**config.mk**
```make
export PLATFORM = sky130hd
export DESIGN_NAME = skmj_ctrl
export DESIGN_NICKNAME = d
export VERILOG_FILES = /design/src/skmj_pkg.sv /design/src/skmj_ctrl.sv
export SDC_FILE = /design/constraint.sdc
export NUM_CORES = 1
export LEC_CHECK = 0
export BUFFER_PORTS_ARGS = -buffer_cell sky130_fd_sc_hd__buf_4
export CORE_MARGIN = 1
export CORE_UTILIZATION = 45
export CTS_CLUSTER_DIAMETER = 80
export DETAILED_ROUTE_END_ITERATION = 16
export GPL_TIMING_DRIVEN = 0
export PLACE_DENSITY = 0.67
export SYNTH_ARGS = -nofsm -noshare
export SYNTH_HDL_FRONTEND = slang
export SYNTH_SLANG_ARGS = --single-unit
export TNS_END_PERCENT = 100
```
**constraint.sdc**
```tcl
create_clock -name i_clk -period 3.9 [get_ports i_clk]
set_input_delay 0 -clock i_clk [delete_from_list [all_inputs] [get_ports i_clk]]
set_output_delay 0 -clock i_clk [all_outputs]
set_load 0.05 [all_outputs]
```
**src/skmj_pkg.sv**
```systemverilog
// shared types, constants and codes of the sorted k-mer seed merge join
// no dependencies; imported by every module of the block
package skmj_pkg;

    // list storage
    localparam int Q_DEPTH = 4096;
    localparam int Q_AW    = $clog2(Q_DEPTH);
    localparam int Q_CW    = Q_AW + 1;
    localparam int S_DEPTH = 16384;
    localparam int S_AW    = $clog2(S_DEPTH);
    localparam int S_CW    = S_AW + 1;
    localparam int POS_W   = 24;
    localparam int HASH_W  = 64;

    // configuration
    localparam int LIM_W     = 6;
    localparam int LIMIT_CAP = 32;
    localparam int CFG_AW    = 4;

    // request codes
    localparam logic [2:0] REQ_LDQ  = 3'd0;
    localparam logic [2:0] REQ_LDS  = 3'd1;
    localparam logic [2:0] REQ_ADV  = 3'd2;
    localparam logic [2:0] REQ_CLRQ = 3'd3;
    localparam logic [2:0] REQ_CLRS = 3'd4;

    // result kinds
    localparam logic [1:0] KIND_FWD = 2'd0;
    localparam logic [1:0] KIND_REV = 2'd1;
    localparam logic [1:0] KIND_EXH = 2'd2;

    // direction modes
    localparam logic [1:0] DIR_FWD  = 2'd0;
    localparam logic [1:0] DIR_REV  = 2'd1;
    localparam logic [1:0] DIR_BOTH = 2'd2;

    // register indexes
    localparam logic [1:0] REG_DIR = 2'd0;
    localparam logic [1:0] REG_MWC = 2'd1;
    localparam logic [1:0] REG_MSC = 2'd2;

    typedef struct packed {
        logic [2:0]        req_type;
        logic [HASH_W-1:0] word_hash;
        logic [POS_W-1:0]  word_position;
        logic              word_reverse;
    } t_in_item;

    typedef struct packed {
        logic [1:0]       result_kind;
        logic [POS_W-1:0] seed_query_pos;
        logic [POS_W-1:0] seed_subject_pos;
        logic             list_overflow;
        logic             last_of_run;
    } t_out_item;

    typedef struct packed {
        logic [1:0]       dir_mode;
        logic [LIM_W-1:0] max_word;
        logic [LIM_W-1:0] max_seed;
    } t_cfg;

    // datapath operations issued by the controller
    typedef enum logic [3:0] {
        OP_NONE      = 4'd0,
        OP_LDQ       = 4'd1,
        OP_LDS       = 4'd2,
        OP_CLRQ      = 4'd3,
        OP_CLRS      = 4'd4,
        OP_START     = 4'd5,
        OP_SKIPS_INI = 4'd6,
        OP_SKIPS     = 4'd7,
        OP_SKIPQ_INI = 4'd8,
        OP_SKIPQ     = 4'd9,
        OP_MATCH_INI = 4'd10,
        OP_SCANQ     = 4'd11,
        OP_SCANS     = 4'd12,
        OP_DECIDE    = 4'd13,
        OP_RUNF      = 4'd14,
        OP_RUNR      = 4'd15
    } t_dp_op;

    typedef struct packed {
        t_dp_op op;
        logic   put;
        logic   put_exh;
    } t_dp_cmd;

    typedef struct packed {
        logic q_avail;
        logic s_avail;
        logic s_lt;
        logic q_lt;
        logic q_in;
        logic s_in;
        logic ok_f;
        logic ok_r;
        logic pair_end;
        logic run_fwd;
        logic out_free;
        logic ovf;
    } t_dp_status;

endpackage

```
**src/skmj_ctrl.sv**
```systemverilog
// controller state machine of the merge join: sequences loads, the walk and seed output
// depends on skmj_pkg
module skmj_ctrl
    import skmj_pkg::*;
(
    input  logic       i_clk,
    input  logic       i_rst_n,
    input  logic       i_in_valid,
    input  logic [2:0] i_req_type,
    output logic       o_in_stall,
    input  t_dp_status i_status,
    output t_dp_cmd    o_cmd
);

    typedef enum logic [17:0] {
        ST_IDLE  = 18'd1,
        ST_CHK   = 18'd2,
        ST_CMPW  = 18'd4,
        ST_CMP   = 18'd8,
        ST_SKSW  = 18'd16,
        ST_SKS   = 18'd32,
        ST_SKQW  = 18'd64,
        ST_SKQ   = 18'd128,
        ST_SCQW  = 18'd256,
        ST_SCQ   = 18'd512,
        ST_SCSW  = 18'd1024,
        ST_SCS   = 18'd2048,
        ST_DEC   = 18'd4096,
        ST_DEC2  = 18'd8192,
        ST_RUNR  = 18'd16384,
        ST_EW    = 18'd32768,
        ST_EPUT  = 18'd65536,
        ST_EXH   = 18'd131072
    } t_state;

    t_state r_state, n_state;

    // state register
    always_ff @(posedge i_clk) begin
        if (!i_rst_n) begin
            r_state <= ST_IDLE;
        end else begin
            r_state <= n_state;
        end
    end

    assign o_in_stall = (r_state != ST_IDLE);

    // next state and commands
    always_comb begin
        n_state       = r_state;
        o_cmd.op      = OP_NONE;
        o_cmd.put     = 1'b0;
        o_cmd.put_exh = 1'b0;
        case (r_state)
            ST_IDLE: begin
                if (i_in_valid) begin
                    case (i_req_type)
                        REQ_LDQ:  o_cmd.op = OP_LDQ;
                        REQ_LDS:  o_cmd.op = OP_LDS;
                        REQ_CLRQ: o_cmd.op = OP_CLRQ;
                        REQ_CLRS: o_cmd.op = OP_CLRS;
                        REQ_ADV:  n_state  = ST_CHK;
                        default:  o_cmd.op = OP_NONE;
                    endcase
                end
            end
            ST_CHK: begin
                if (i_status.q_avail && i_status.s_avail) begin
                    o_cmd.op = OP_START;
                    n_state  = ST_CMPW;
                end else begin
                    n_state = ST_EXH;
                end
            end
            ST_CMPW: n_state = ST_CMP;
            ST_CMP: begin
                if (i_status.s_lt) begin
                    o_cmd.op = OP_SKIPS_INI;
                    n_state  = ST_SKSW;
                end else if (i_status.q_lt) begin
                    o_cmd.op = OP_SKIPQ_INI;
                    n_state  = ST_SKQW;
                end else begin
                    o_cmd.op = OP_MATCH_INI;
                    n_state  = ST_SCQW;
                end
            end
            ST_SKSW: n_state = ST_SKS;
            ST_SKS: begin
                o_cmd.op = OP_SKIPS;
                n_state  = i_status.s_in ? ST_SKSW : ST_CHK;
            end
            ST_SKQW: n_state = ST_SKQ;
            ST_SKQ: begin
                o_cmd.op = OP_SKIPQ;
                n_state  = i_status.q_in ? ST_SKQW : ST_CHK;
            end
            ST_SCQW: n_state = ST_SCQ;
            ST_SCQ: begin
                o_cmd.op = OP_SCANQ;
                n_state  = i_status.q_in ? ST_SCQW : ST_SCSW;
            end
            ST_SCSW: n_state = ST_SCS;
            ST_SCS: begin
                o_cmd.op = OP_SCANS;
                n_state  = i_status.s_in ? ST_SCSW : ST_DEC;
            end
            ST_DEC: begin
                o_cmd.op = OP_DECIDE;
                n_state  = ST_DEC2;
            end
            ST_DEC2: begin
                if (i_status.ok_f) begin
                    o_cmd.op = OP_RUNF;
                    n_state  = ST_EW;
                end else if (i_status.ok_r) begin
                    o_cmd.op = OP_RUNR;
                    n_state  = ST_EW;
                end else begin
                    n_state = ST_CHK;
                end
            end
            ST_RUNR: begin
                o_cmd.op = OP_RUNR;
                n_state  = ST_EW;
            end
            ST_EW: n_state = ST_EPUT;
            ST_EPUT: begin
                if (i_status.out_free) begin
                    o_cmd.put = 1'b1;
                    if (!i_status.pair_end) begin
                        n_state = ST_EW;
                    end else if (i_status.run_fwd && i_status.ok_r) begin
                        n_state = ST_RUNR;
                    end else begin
                        n_state = ST_IDLE;
                    end
                end
            end
            ST_EXH: begin
                if (i_status.out_free) begin
                    o_cmd.put_exh = 1'b1;
                    n_state       = ST_IDLE;
                end
            end
            default: n_state = ST_IDLE;
        endcase
    end

endmodule

```
==> impl_results.md <==
* Status: completed
* Vias in the first global route at about 1,200
* Largest net degree at the start of global routing at 11
* #FFs+latches synth at 18
* Die Y at roughly 55 um
* Pwr/cell area at 306.4 nW/um^2
* CP endpoint kind: output pin
* Hold Slack at about 6.6 ps
* Min Tclk post-route at roughly 2500 ps
* RSZ-0062 raised after global routing: no
* Pwr Total at 474.6 uW
* Ys Warns at 0
* Post-Synthesis Cells at approximately 150
* Area contributors post-synth: dfxtp_1, nor4_4, nor3_1
* Die ar. at 3030 um^2
* Post-DP HPWL at 2.516 mm
* Largest regs: r_state x18
* Unique masters post-synth at 45
* Gr ovfl total at 0
* Std-Cell Rows at 18
* Drt total wl at around 3.3 mm
* Switch Pwr at between 150 and 200 uW
* Max Fclk at around 400 MHz
* Clock slew at reported path FFs at about 100 ps
* Largest register by flop count: r_state
* Crit-path cells: nor4_4, nand4_1, nor3_1, nor2_1, o2111ai_1, buf_4
* First-pass GRT wire length at roughly 5.2 mm
* Gr usage total at around a quarter
* Max-cap violation count at 0
* Port bufs at 23
* Final cell count without fillers at between 200 and 250
* Commonest non-fill, non-tap cell in the layout: buf_4
* Leakage at about 0.00057 uW
* Max FFs per register at 18
* CP startpoint kind: flop
* CTS tree: built
* Fillers at 250
* IO Pins at 25
* Internal at about 290 uW
* ANT cells at 0
* DP Cell Count at ~200
* Hold/Removal Path Class: in -> reg
* WP data required at just under 4000 ps
* Crit Path Category: reg -> out
* Die span in x at roughly 55 um
* Reg2reg path depth at 7
* Reg2Reg Capture Point: r_state[2]
* Multi-input logic area at roughly 850 um^2
* Ys flop type: dfxtp_1
* Slowest CP cell: nor3_1
* Post-layout nets at approximately 200
* Routed Antenna Nets at 0
* CTS resizes at 0
* Synthesized area at approximately 1300 um^2
* CTS root buffer: clkbuf_4
* Share of cells above drive strength 1 at 23.91%
* Slew headroom at between 50% and 60%
* Initial DRC Count at slightly below 50
* Flop-to-flop setup slack at roughly 1800 ps
* First-pass iteration count of the detailed router at 4
* Slew @ Worst Pin at 629.0 ps
* Max VDD drop at 220.0 uV
* Hold Fails Final Rpt at 0
* Register share of total power at a little over two fifths
* Routability Congestion at 0.9436
* Post-DP Area at between 1000 and 1500 um^2
* Clock Skew at 2.408 ps
* Critical Path AT at roughly 2500 ps
* Initial core utilization at 49.32%
* Switching Fraction at 38.52%
* Setup_tns at 0 ps
* Logic pwr share at 37.4%
* Clk_lat worst skew at a little under 300 ps
* Min-delay src: i_status[3]
* Reg2reg start: r_state[13]
* CTS Buf Count at 3
* CTS sink cnt at 18
* EDFF count, synth at 0
* Final Cycle Share at a little under two thirds
* Vias per cell at just over 6
* CP Max Fanout at 7
* Sequential area share after synthesis at between 20% and 30%
* Post-synth top area share at 28.46%
* Ys async rst share at 0%
* Worst stage delay on the critical path at slightly below 600 ps
* Area Growth Syn to Fin at 22.33%
* Hold EP: r_state[15]
* DRC viols at 0
* H-tree levels at 1
* Cell count of the worst hold path at 4
* Final Cell Area at 1549 um^2
* Antenna violations before repair at 0
* Slew Viols, Final at 0
* Syn Area/Cell at roughly 8.3 um^2
* Avg WL per Cell at between 15 and 20 um
* Setup violations, final at 0
* Commonest non-fill, non-tap cells in the layout: buf_4, nor2_1, dfxtp_1
* Via count at 1,325
* Syn nets at roughly 170
* CTS Buffer Depth at 2
* Cell taking the most area after synthesis: dfxtp_1
* Core box area at 2567 um^2
* Clock power share at 19.9%
* Sequential Area at 360.3 um^2
==> Yosys cell counts, types with 2 or more instances <==
cell type   n
nor4_1      7
inv_1       8
o2111ai_1   2
a21oi_1     5
nor2_1     19
nand3_1     5
nor2b_1     3
or4_1       2
nor3b_1     2
nand2_1     6
nor4b_1     3
buf_2       2
nand4_1     9
nand4_2     2
dfxtp_1    18
nand2b_1    5
nor3_1     15
xnor2_1     5
and3b_1     2
or2_2       4
nor4_4      4
o21ai_0     2
==> worst max-delay path by stage <==
stage,startpoint,to,slack (ps),depth (start not counted)
floorplan,r_state[13],o_cmd[0],1660,4
global placement,r_state[10],o_cmd[5],1840,6
detailed placement,r_state[13],r_state[7],1800,7
CTS,r_state[10],o_cmd[5],1470,6
global route,r_state[10],o_cmd[4],1250,6
finish,r_state[10],o_cmd[5],1410,6
==> routing by layer <==
metal,part of all wire (%),track usage [%]
met2,47,39.16
met3,7.9,3.825
met1,44,33.50
met4,1.5,8.333
met5,0,0
==> critical path: cells and delay by family (launching register included) <==
family	cells	cell delay (ps)
simple gates	4	1410
flops	1	420
compound gates	1	120
buf+inv	1	230
==> area by class of cell <==
type                            instances  area share [%]
Buffer                                  3           1.373
Timing Repair Buffer                   28           14.38
Clock buffer                            3           1.454
Inverter                                8           1.939
Tap cell                               30           2.423
Multi-Input combinational cell        124           55.17
Sequential cell                        18           23.26
==> cell families (layout without fill, tap and decap cells) <==
| family | after synthesis | count (layout) | synth area share [%] |
|---|---|---|---|
| and+or+nand+nor | 95 | 95 | 49.60 |
| AOI/OAI and AO/OA | 22 | 22 | 12.95 |
| DFF | 18 | 18 | 28.46 |
| buffers and inverters | 11 | 42 | 4.051 |
| xor gates and xnor gates | 6 | 6 | 4.150 |
| muxes | 1 | 1 | 0.7905 |
==> metrics by stage <==
stage / utilization [%] / setup slack, ps
after floorplan: - / 1663
final: 60.33 / 1413
after detailed placement: 57.50 / 1802
after global routing: 60.33 / 1255
after global placement: 57.50 / 1843
after CTS: 60.33 / 1473
==> power by group through the flow <==
stage               Clock [uW]  Combinational [uW]  Sequential, uW
floorplan                    0                 122             203
global placement             0                 171             206
detailed placement           0                 173             207
CTS                       97.4                 177             202
global route               104                 192             204
finish                    94.6                 177             203
==> timing repair <==
item	CTS	global route
buffers inserted	0	0
hold buffers	5	0
hold endpoints to repair	7	0
endpoints found under the setup margin	0	0
No activity file was read; power rests on OpenSTA's default activity.
